### src/co2_level_alert_hysteresis_core_defines.svh
// Assertion macros shared by the CO2 alert core
`ifndef CO2_LEVEL_ALERT_HYSTERESIS_CORE_DEFINES_SVH
`define CO2_LEVEL_ALERT_HYSTERESIS_CORE_DEFINES_SVH

// same-cycle implication, sampled on i_clk, off during reset
`define CO2LA_ASSERT_IMP(label, ante, cons, msg) \
    label: assert property (@(posedge i_clk) disable iff (!i_rst_n) (ante) |-> (cons)) \
        else $error(msg);

// next-cycle implication, sampled on i_clk, off during reset
`define CO2LA_ASSERT_NXT(label, ante, cons, msg) \
    label: assert property (@(posedge i_clk) disable iff (!i_rst_n) (ante) |=> (cons)) \
        else $error(msg);

`endif

### src/co2la_pkg.sv
// Types, codes and reset values for the CO2 alert core
package co2la_pkg;

    localparam logic [2:0] LVL_OFF     = 3'd0;
    localparam logic [2:0] LVL_GREEN   = 3'd1;
    localparam logic [2:0] LVL_YELLOW  = 3'd2;
    localparam logic [2:0] LVL_ORANGE  = 3'd3;
    localparam logic [2:0] LVL_RED     = 3'd4;
    localparam logic [2:0] LVL_UNKNOWN = 3'd7;

    localparam logic [1:0] SND_NONE   = 2'd0;
    localparam logic [1:0] SND_ALARM  = 2'd1;
    localparam logic [1:0] SND_RELIEF = 2'd2;

    localparam logic [2:0] REG_LED_ENABLE     = 3'd0;
    localparam logic [2:0] REG_SOUND_ENABLE   = 3'd1;
    localparam logic [2:0] REG_ALERT_PPM      = 3'd2;
    localparam logic [2:0] REG_HYSTERESIS_PPM = 3'd3;
    localparam logic [2:0] REG_COOLDOWN_TICKS = 3'd4;
    localparam logic [2:0] REG_YELLOW_PPM     = 3'd5;
    localparam logic [2:0] REG_ORANGE_PPM     = 3'd6;
    localparam logic [2:0] REG_RED_PPM        = 3'd7;

    localparam logic [15:0] RST_ALERT_PPM      = 16'd1000;
    localparam logic [15:0] RST_HYSTERESIS_PPM = 16'd50;
    localparam logic [31:0] RST_COOLDOWN_TICKS = 32'd60000;
    localparam logic [15:0] RST_YELLOW_PPM     = 16'd800;
    localparam logic [15:0] RST_ORANGE_PPM     = 16'd1000;
    localparam logic [15:0] RST_RED_PPM        = 16'd1400;

    typedef struct packed {
        logic        led_enable;
        logic        sound_enable;
        logic [15:0] alert_ppm;
        logic [15:0] hysteresis_ppm;
        logic [31:0] cooldown_ticks;
        logic [15:0] yellow_ppm;
        logic [15:0] orange_ppm;
        logic [15:0] red_ppm;
    } t_cfg;

    typedef struct packed {
        logic        sensor_present;
        logic        status_valid;
        logic        sensor_frozen;
        logic [15:0] co2_ppm;
        logic [31:0] now_tick;
        logic        repaint;
    } t_item;

    function automatic logic reading_ok(input t_item item);
        return item.sensor_present && item.status_valid && !item.sensor_frozen
            && (item.co2_ppm != 16'd0);
    endfunction

endpackage

### src/co2la_cfg.sv
// Configuration register file for the CO2 alert core
module co2la_cfg (
    input  logic               i_clk,
    input  logic               i_rst_n,
    input  logic               i_cfg_valid,
    output logic               o_cfg_ready,
    input  logic [2:0]         i_cfg_index,
    input  logic [31:0]        i_cfg_data,
    output co2la_pkg::t_cfg    o_cfg
);

    co2la_pkg::t_cfg r_cfg;

    assign o_cfg_ready = 1'b1;
    assign o_cfg       = r_cfg;

    always_ff @(posedge i_clk) begin
        if (!i_rst_n) begin
            r_cfg.led_enable     <= 1'b1;
            r_cfg.sound_enable   <= 1'b1;
            r_cfg.alert_ppm      <= co2la_pkg::RST_ALERT_PPM;
            r_cfg.hysteresis_ppm <= co2la_pkg::RST_HYSTERESIS_PPM;
            r_cfg.cooldown_ticks <= co2la_pkg::RST_COOLDOWN_TICKS;
            r_cfg.yellow_ppm     <= co2la_pkg::RST_YELLOW_PPM;
            r_cfg.orange_ppm     <= co2la_pkg::RST_ORANGE_PPM;
            r_cfg.red_ppm        <= co2la_pkg::RST_RED_PPM;
        end else if (i_cfg_valid) begin
            case (i_cfg_index)
                co2la_pkg::REG_LED_ENABLE:     r_cfg.led_enable     <= i_cfg_data[0];
                co2la_pkg::REG_SOUND_ENABLE:   r_cfg.sound_enable   <= i_cfg_data[0];
                co2la_pkg::REG_ALERT_PPM:      r_cfg.alert_ppm      <= i_cfg_data[15:0];
                co2la_pkg::REG_HYSTERESIS_PPM: r_cfg.hysteresis_ppm <= i_cfg_data[15:0];
                co2la_pkg::REG_COOLDOWN_TICKS: r_cfg.cooldown_ticks <= i_cfg_data;
                co2la_pkg::REG_YELLOW_PPM:     r_cfg.yellow_ppm     <= i_cfg_data[15:0];
                co2la_pkg::REG_ORANGE_PPM:     r_cfg.orange_ppm     <= i_cfg_data[15:0];
                co2la_pkg::REG_RED_PPM:        r_cfg.red_ppm        <= i_cfg_data[15:0];
                default: begin
                end
            endcase
        end
    end

endmodule

### src/co2la_led.sv
// LED level classifier with cached shown level
module co2la_led (
    input  logic               i_clk,
    input  logic               i_rst_n,
    input  co2la_pkg::t_cfg    i_cfg,
    input  co2la_pkg::t_item   i_item,
    input  logic               i_adv,
    output logic [2:0]         o_level,
    output logic               o_update
);

    logic [2:0] r_shown;
    logic [2:0] n_shown;
    logic [2:0] w_cached;
    logic       w_on;

    assign w_on     = i_cfg.led_enable && co2la_pkg::reading_ok(i_item);
    assign w_cached = i_item.repaint ? co2la_pkg::LVL_UNKNOWN : r_shown;

    always_comb begin
        if (!w_on) begin
            o_level = co2la_pkg::LVL_OFF;
        end else if (i_item.co2_ppm < i_cfg.yellow_ppm) begin
            o_level = co2la_pkg::LVL_GREEN;
        end else if (i_item.co2_ppm < i_cfg.orange_ppm) begin
            o_level = co2la_pkg::LVL_YELLOW;
        end else if (i_item.co2_ppm < i_cfg.red_ppm) begin
            o_level = co2la_pkg::LVL_ORANGE;
        end else begin
            o_level = co2la_pkg::LVL_RED;
        end
    end

    assign o_update = (o_level != w_cached);
    assign n_shown  = i_adv ? o_level : r_shown;

    always_ff @(posedge i_clk) begin
        if (!i_rst_n) begin
            r_shown <= co2la_pkg::LVL_UNKNOWN;
        end else begin
            r_shown <= n_shown;
        end
    end

endmodule

### src/co2la_snd.sv
// Sound edge detector with hysteresis and cooldown
`include "co2_level_alert_hysteresis_core_defines.svh"

module co2la_snd (
    input  logic               i_clk,
    input  logic               i_rst_n,
    input  co2la_pkg::t_cfg    i_cfg,
    input  co2la_pkg::t_item   i_item,
    input  logic               i_adv,
    output logic [1:0]         o_sound
);

    logic        r_was_above;
    logic        n_was_above;
    logic [31:0] r_last_tick;
    logic [31:0] n_last_tick;
    logic        w_on;
    logic        w_above;
    logic [16:0] w_relief_thr;
    logic        w_below_relief;
    logic [31:0] w_elapsed;
    logic        w_expired;
    logic        w_rise;
    logic        w_fall;

    assign w_on           = i_cfg.sound_enable && co2la_pkg::reading_ok(i_item);
    assign w_above        = (i_item.co2_ppm >= i_cfg.alert_ppm);
    assign w_relief_thr   = {1'b0, i_cfg.alert_ppm} - {1'b0, i_cfg.hysteresis_ppm};
    assign w_below_relief = !w_relief_thr[16] && (i_item.co2_ppm < w_relief_thr[15:0]);
    assign w_elapsed      = i_item.now_tick - r_last_tick;
    assign w_expired      = (w_elapsed >= i_cfg.cooldown_ticks);

    // above and below relief exclude each other, so one edge at most
    assign w_rise = w_on && w_above && !r_was_above;
    assign w_fall = w_on && w_below_relief && r_was_above;

    always_comb begin
        if (w_rise && w_expired) begin
            o_sound = co2la_pkg::SND_ALARM;
        end else if (w_fall && w_expired) begin
            o_sound = co2la_pkg::SND_RELIEF;
        end else begin
            o_sound = co2la_pkg::SND_NONE;
        end
    end

    always_comb begin
        n_was_above = r_was_above;
        n_last_tick = r_last_tick;
        if (i_adv) begin
            if (w_rise) begin
                n_was_above = 1'b1;
            end else if (w_fall) begin
                n_was_above = 1'b0;
            end
            if (o_sound != co2la_pkg::SND_NONE) begin
                n_last_tick = i_item.now_tick;
            end
        end
    end

    always_ff @(posedge i_clk) begin
        if (!i_rst_n) begin
            r_was_above <= 1'b0;
            r_last_tick <= 32'd0;
        end else begin
            r_was_above <= n_was_above;
            r_last_tick <= n_last_tick;
        end
    end

    `CO2LA_ASSERT_NXT(a_rise_sets_flag, i_adv && w_rise, r_was_above, "rising edge lost")
    `CO2LA_ASSERT_NXT(a_sound_stamps_tick, i_adv && (o_sound != co2la_pkg::SND_NONE),
                      r_last_tick == $past(i_item.now_tick), "sound tick not stored")

endmodule

### src/co2_level_alert_hysteresis_core.sv
// Top level of the CO2 alert core: input register, classifier, sound unit, result register
// One item per clock unless i_ready holds the output: an item sits in the input register,
// LED and sound logic settle combinationally and the result lands in the result register,
// and items follow back to back while not stalled; the shown-level, edge-flag and last-
// sound registers update as the item leaves the input register, which closes the loop
// between consecutive items. Configuration writes are taken every cycle.
`include "co2_level_alert_hysteresis_core_defines.svh"

module co2_level_alert_hysteresis_core (
    input  logic        i_clk,
    input  logic        i_rst_n,
    input  logic        i_valid,
    output logic        o_ready,
    input  logic        i_sensor_present,
    input  logic        i_status_valid,
    input  logic        i_sensor_frozen,
    input  logic [15:0] i_co2_ppm,
    input  logic [31:0] i_now_tick,
    input  logic        i_repaint,
    output logic        o_valid,
    input  logic        i_ready,
    output logic [2:0]  o_led_level,
    output logic        o_led_update,
    output logic [1:0]  o_sound_event,
    input  logic        i_cfg_valid,
    output logic        o_cfg_ready,
    input  logic [2:0]  i_cfg_index,
    input  logic [31:0] i_cfg_data
);

    co2la_pkg::t_cfg  w_cfg;
    co2la_pkg::t_item r_in;
    logic             r_in_vld;
    logic             r_out_vld;
    logic [2:0]       r_led_level;
    logic             r_led_update;
    logic [1:0]       r_sound;
    logic             w_adv;
    logic [2:0]       w_level;
    logic             w_update;
    logic [1:0]       w_sound;

    co2la_cfg u_cfg (
        .i_clk       (i_clk),
        .i_rst_n     (i_rst_n),
        .i_cfg_valid (i_cfg_valid),
        .o_cfg_ready (o_cfg_ready),
        .i_cfg_index (i_cfg_index),
        .i_cfg_data  (i_cfg_data),
        .o_cfg       (w_cfg)
    );

    co2la_led u_led (
        .i_clk    (i_clk),
        .i_rst_n  (i_rst_n),
        .i_cfg    (w_cfg),
        .i_item   (r_in),
        .i_adv    (w_adv),
        .o_level  (w_level),
        .o_update (w_update)
    );

    co2la_snd u_snd (
        .i_clk   (i_clk),
        .i_rst_n (i_rst_n),
        .i_cfg   (w_cfg),
        .i_item  (r_in),
        .i_adv   (w_adv),
        .o_sound (w_sound)
    );

    assign w_adv   = r_in_vld && (!r_out_vld || i_ready);
    assign o_ready = !r_in_vld || w_adv;

    always_ff @(posedge i_clk) begin
        if (!i_rst_n) begin
            r_in_vld  <= 1'b0;
            r_out_vld <= 1'b0;
        end else begin
            if (o_ready) begin
                r_in_vld <= i_valid;
            end
            if (w_adv) begin
                r_out_vld <= 1'b1;
            end else if (i_ready) begin
                r_out_vld <= 1'b0;
            end
        end
    end

    always_ff @(posedge i_clk) begin
        if (o_ready && i_valid) begin
            r_in.sensor_present <= i_sensor_present;
            r_in.status_valid   <= i_status_valid;
            r_in.sensor_frozen  <= i_sensor_frozen;
            r_in.co2_ppm        <= i_co2_ppm;
            r_in.now_tick       <= i_now_tick;
            r_in.repaint        <= i_repaint;
        end
        if (w_adv) begin
            r_led_level  <= w_level;
            r_led_update <= w_update;
            r_sound      <= w_sound;
        end
    end

    assign o_valid       = r_out_vld;
    assign o_led_level   = r_led_level;
    assign o_led_update  = r_led_update;
    assign o_sound_event = r_sound;

    `CO2LA_ASSERT_IMP(a_full_stall_blocks, r_in_vld && r_out_vld && !i_ready, !o_ready,
                      "item taken while both stages stalled")
    `CO2LA_ASSERT_NXT(a_stage_holds, r_in_vld && !w_adv, r_in_vld, "held item dropped")
    `CO2LA_ASSERT_IMP(a_level_range, o_valid, o_led_level <= co2la_pkg::LVL_RED,
                      "LED level out of range")

endmodule
### config.mk
export PLATFORM = sky130hd
export DESIGN_NAME = co2_level_alert_hysteresis_core
export DESIGN_NICKNAME = d
export VERILOG_FILES = /design/src/co2la_pkg.sv /design/src/co2la_cfg.sv /design/src/co2la_led.sv /design/src/co2la_snd.sv /design/src/co2_level_alert_hysteresis_core.sv
export VERILOG_INCLUDE_DIRS = /design/src /design/src/src
export SDC_FILE = /design/constraint.sdc
export NUM_CORES = 1
export LEC_CHECK = 0
export ABC_AREA = 1
export BUFFER_PORTS_ARGS = -buffer_cell sky130_fd_sc_hd__buf_4
export CAP_MARGIN = 0
export CORE_UTILIZATION = 40
export CTS_CLUSTER_DIAMETER = 50
export DETAILED_ROUTE_END_ITERATION = 6
export PLACE_DENSITY = 0.54
export SYNTH_ARGS = -nofsm -noshare
export SYNTH_HDL_FRONTEND = slang
export SYNTH_SLANG_ARGS = --single-unit
### constraint.sdc
create_clock -name i_clk -period 4.5 [get_ports i_clk]
set_input_delay 0.9 -clock i_clk [delete_from_list [all_inputs] [get_ports i_clk]]
set_output_delay 0.9 -clock i_clk [all_outputs]
set_load 0.03 [all_outputs]
After elaboration in Yosys (flattened, before gate mapping)
Cells that the tools add are included.

Output and inout bits: 9. Input bits: 92. Register bits after elaboration: 210. Logic and storage cells: 85.

$lt $le $gt $ge: 6. Add/subtract/negate cells: 2. Reductions and logical operators: 36. Mux-type cells: 11. Equal/unequal tests: 8.

Operator list (count): $lt 16x16->1 (4); $ge 32x32->1 (1); $sub 32x32->32 (1); $reduce_and 2->1 (10); $sub 16x16->17 (1); $ge 16x16->1 (1); $reduce_bool 16->1 (1); $mux 3 (5); $logic_and 1x1->1 (14); $eq 3x3->1 const B (4); $eq 3x2->1 const B (2); $reduce_bool 2->1 (3); $logic_not 1->1 (5); $mux 1 (4); $mux 2 (2); $eq 3x1->1 const B (1); $logic_not 3->1 (1); $ne 3x3->1 (1); $logic_or 1x1->1 (2).

Logic depth before layout (Yosys ltp)
Depth after elaboration: 11. Gate-level depth with buffers: 26. Mapped depth without buffers: 25.

Hierarchy
A second synthesis with hierarchy kept.

Cells, all modules: 1924. Area total of the unflattened synthesis: 13743.2 sq um.

Modules (own cells, without submodules): co2la_snd (cells each 984, sequential area each 660.6 sq um, times used 1, area each 5945.7 sq um); co2la_cfg (cells each 617, sequential area each 2282.2 sq um, times used 1, area each 4455.5 sq um); co2_level_alert_hysteresis_core (cells each 71, sequential area each 1781.7 sq um, times used 1, area each 1836.8 sq um); co2la_led (cells each 252, sequential area each 60.1 sq um, times used 1, area each 1505.2 sq um).

Least setup slack after synthesis
OpenSTA, ideal clock, no wires.

Kind: register to register. Start point: register r_in[1] in the netlist's numbering. End point: register u_snd.r_last_tick[23]. Cell stages (with the launch flop): 26. Arrival: 3.238 ns. Buffers on the path: 1. Data required time: 4.385 ns. Library setup time: 0.115 ns. Slack: 1.147 ns. Period minus slack after synthesis: 3.353 ns. Cell sequence: edfxtp_1 > inv_1 > ha_1 > inv_1 > fa_1 > nand3_1 > nand2_1 > nand3_1 > nand2_1 > a21oi_1 > nand3b_1 > nand2_1 > xor2_1 > ha_1 > nand2_1 > nor2_1 > nand2_1 > nor2_1 > nand4_1 > nand3_2 > nand2_1 > nand2_8 > buf_6 > nand3_1 > nand2_1 > nor2_1.

Longest elaborated chain between the ends: 7. Elaborated cells on any way between the ends: 8. Classes of those cells: 1 x add/sub; 1 x order compare; 2 x mux; 4 x reduce/logical.

RTL lines: start: declaration (RTL line co2_level_alert_hysteresis_core.sv:32) `co2la_pkg::t_item r_in;`; $sub 32x32->32 * (RTL line co2la_snd.sv:30) `assign w_elapsed = i_item.now_tick - r_last_tick;`; $ge 32x32->1 * (RTL line co2la_snd.sv:31) `assign w_expired = (w_elapsed >= i_cfg.cooldown_ticks);`; $logic_and 1x1->1 (RTL line co2la_snd.sv:40) `end else if (w_fall && w_expired) begin`; $mux 2 (RTL line co2la_snd.sv:40); $mux 2 * (RTL line co2la_snd.sv:38) `if (w_rise && w_expired) begin`; $reduce_bool 2->1 * (RTL line co2la_snd.sv:56) `if (o_sound != co2la_pkg::SND_NONE) begin`; $reduce_and 2->1 (no line) *; end signal: assignment (RTL line co2la_snd.sv:68) `r_last_tick <= n_last_tick;`; end: declaration (RTL line co2la_snd.sv:15) `logic [31:0] r_last_tick;`.

Mark *: on every way between the ends. The rest lies on a longest branch, timed or not. A chain may end at the register's enable or synchronous reset.

Worst setup path after layout
Start point: register r_in[3] in the netlist's numbering. End point: register u_snd.r_last_tick[5].

Same word-level chain as after synthesis.

==> results by group <==
Logic synthesis
  – Synthesized flop and latch total: 210
  – Post-synth EDFFs: 58
  – FFs w/ async S/R, synth: 0%
  – Top cells by area, synth: dfxtp_1 (24%), ha_1 (15%), edfxtp_1 (14%), a21oi_1 (8.7%), nand2_1 (8.4%)
  – Unique cell type count in the Yosys netlist: 41
  – Synthesized Nets: 1875
  – Netlist Area Pre-Place: 12600 um^2
  – Syn Inst Count: 1626
  – Avg Synthesized Cell Area: 7.73 um^2
  – Count leader, synth: nand2_1
  – Yosys warns: 0
  – Top-area cell type share of the netlist area: 24.2%
  – Synth area leader: dfxtp_1
  – Post-synthesis sequential area ratio: 38.0%
  – Most frequent cells after synthesis: nand2_1 (283), inv_1 (255), a21oi_1 (218), ha_1 (155), dfxtp_1 (152)
  – Main flop type after synthesis: dfxtp_1

Routing
  – Final WL: 31.8 mm
  – Drt pass-1 iters: 6
  – Drc violations: 6
  – Vias per cell: 4.92
  – Via Count: 10.5k
  – Wire length per cell: 14.9 um
  – Antenna viol nets, final: 0
  – DRT iter0 DRCs: 484

Timing
  – RSZ-0062 raised after global routing: no
  – Slew Viols, Final: 0
  – Fin crit period: 3.94 ns
  – Setup TNS: 0 ns
  – Fin crit share: 87.6%
  – Worst Skew: 0.0114 ns
  – Max Fclk: 254 MHz
  – Rel. slew slack: 23.4%
  – Final Hold Violating Endpoints: 0
  – Least-Margin Pin Slew: 1.15 ns
  – Finish-stage setup viols: 0
  – Fin Hold WS: 0.456 ns

Placed design
  – RD Place Congestion: 0.852
  – Port Buf Inserts: 99
  – Dpl cell area: 13700 um^2
  – Placed wire-length estimate: 23.4 mm

CTS
  – Clock transition at the registers of the reported paths: 0.06 ns
  – Setup repair bufs after CTS: 0
  – # clock sinks: 210
  – Later-pin clock latency in the skew report: 0.56 ns
  – Number of buffers created by CTS: 31
  – Post_cts resized: 0
  – CTS tree: yes
  – Clock buffer depth: 3
  – CTS H-tree depth: 1
  – CTS Hold Bufs: 0
  – Root Buffer: clkbuf_16

Layout
  – Antenna Cells: 0
  – Finished Cell Area: 14700 um^2
  – Layout area overhead: 17.0%
  – Share of post-route cells with drive strength above 1: 9.75%
  – Nets@finish: 1969
  – Fin util: 47.8%

Power and ir drop
  – Sequential power share: 39.0%
  – Pwr Density: 362 nW/um^2
  – Maximum vdd drop: 290 uV
  – Sw frac: 27.6%
  – Comb power frac: 15.6%
  – Leakage: 0.00663 uW
  – Clock power frac: 45.4%
  – NetSw: 1470 uW
  – Total internal power: 3860 uW

Setup path
  – Slowest-stage cell, CP: edfxtp_1
  – Setup crit start kind: flip-flop
  – Worst path cell trace: ha_1, a21oi_1, nand2_1, a21oi_1, o21ai_1, nand3_1, nand3_1, a21oi_1, xnor2_1, ha_1, nand2_1, nor2_1, nand2_1, nor2_1, nand4_1, nand3_2, nand2_1, nand2_8, nand3_1, nand2_1, nor2_1
  – WP data arrival: 4.39 ns
  – Delay-heaviest family, CP: simple AND/OR/NAND/NOR gates
  – CP Capture Type: flip-flop
  – Most frequent CP cell: nand2_1
  – Delay of the slowest cell on the worst path: 0.40 ns
  – Buf/Inv on CP: 0
  – CP max FO: 64
  – CP required: 4.95 ns
  – Setup CP Type: flip-flop to flip-flop

Global route
  – Largest net degree at the start of global routing: 65
  – Total track usage: 20.5%
  – Initial antenna violation count: 0
  – Vias in the first global route: 10.0k
  – First-pass GRT wire length: 51.7 mm
  – Total congestion overflow: 0

Flow run
  – Max capacitance violation total: 0

Die
  – Die Span Y: 179 um
  – Chip width: 179 um
  – Rows: 64
  – Die area: 32200 um^2
  – # IOs: 101
  – Initial Utilization: 40.9%
  – Core ar.: 30700 um^2

Outcome
  – Outcome: complete, but fails checks
  – Failing checks: design-rule violations

Hold path
  – Worst min-delay path class: flip-flop to flip-flop
-- sequential cells by signal, indices dropped and copies added (netlist names) --
signal and count:
o_led_level 3, o_led_update 1, o_sound_event 2, o_valid 1, r_in 52, r_in_vld 1, u_cfg.o_cfg 114, u_led.r_shown 3
u_snd.r_last_tick 32, u_snd.r_was_above 1
-- worst register-to-register path, stage by stage (launching register included) --
cell      delay [ns]
edfxtp_1        0.40
ha_1            0.37
a21oi_1         0.14
nand2_1         0.09
a21oi_1         0.25
o21ai_1         0.23
nand3_1         0.13
nand3_1         0.15
a21oi_1         0.24
xnor2_1         0.10
ha_1            0.31
nand2_1         0.06
nor2_1          0.13
nand2_1         0.09
nor2_1          0.13
nand4_1         0.11
nand3_2         0.14
nand2_1         0.15
nand2_8         0.34
nand3_1         0.15
nand2_1         0.10
nor2_1          0.05
-- kinds of logic after synthesis --
| kind of cell | synth area share [%] |
|---|---|
| flip-flops | 38.0 |
| other | 0.0298 |
| AND/OR/NAND/NOR | 16.7 |
| AO/OA/AOI/OAI | 16.9 |
| adder cells (fa/ha/maj) | 15.7 |
| buffers and inverters | 9.47 |
| XOR/XNOR | 3.13 |
-- stage by stage --
stage          total power, uW  instances  setup WS [ns]
2_1_floorplan             2680       1626           1.15
3_3_place_gp              2930       2083          0.594
3_5_place_dp              2950       2083          0.513
4_1_cts                   5400       2140          0.504
5_1_grt                   5600       2140         0.0964
6_report                  5330       2140          0.556
-- cells in the final DEF (no fill, tap or decap), drive strengths merged, types with 9 or more instances in the layout --
master	n
a21oi	218
nand4	9
dfxtp	152
edfxtp	58
nor3	10
xnor2	16
xor2	29
nor2	133
inv	262
nand3	67
o21ai	126
buf	108
clkbuf	43
ha	155
nand2	286
o211ai	25
-- layer usage --
| layer | routed length, um | vias up | track usage (%) | part of all wire [%] |
|---|---|---|---|---|
| li1 | - | 5584 | - | - |
| met1 | 14500 | 4746 | 25.8 | 45 |
| met2 | 15400 | 157 | 36.5 | 48 |
| met3 | 1090 | 49 | 2.61 | 3.4 |
| met4 | 871 | 0 | 5.88 | 2.7 |
| met5 | 0 | - | 0 | 0 |
-- area by class of cell --
class,instances,area [um^2]
fillers,3128,16000
multi-input cells,1112,6600
flip-flops and latches,210,4780
inverters,257,965
clock buffers,43,926
repair buffers,108,811
well taps,396,495
clock inverters,14,129
-- worst paths after layout --
| path | start | end | slack, ns | depth (start not counted) |
|---|---|---|---|---|
| worst max-delay path | r_in[3] | u_snd.r_last_tick[5] | 0.56 | 21 |
| worst min-delay path | u_cfg.o_cfg[112] | u_cfg.o_cfg[112] | 0.46 | 2 |
| worst max register to register | r_in[3] | u_snd.r_last_tick[5] | 0.56 | 21 |
| worst min register to register | u_cfg.o_cfg[112] | u_cfg.o_cfg[112] | 0.46 | 2 |
-- power groups by stage --
stage	clock network (uW)	logic, uW	registers [uW]
final	2420	831	2080
after global routing	2550	965	2080
after CTS	2480	843	2080
after detailed placement	0	838	2120
after global placement	0	819	2120
after floorplan	0	588	2100
Note: power is estimated with default switching activity, not from simulation.
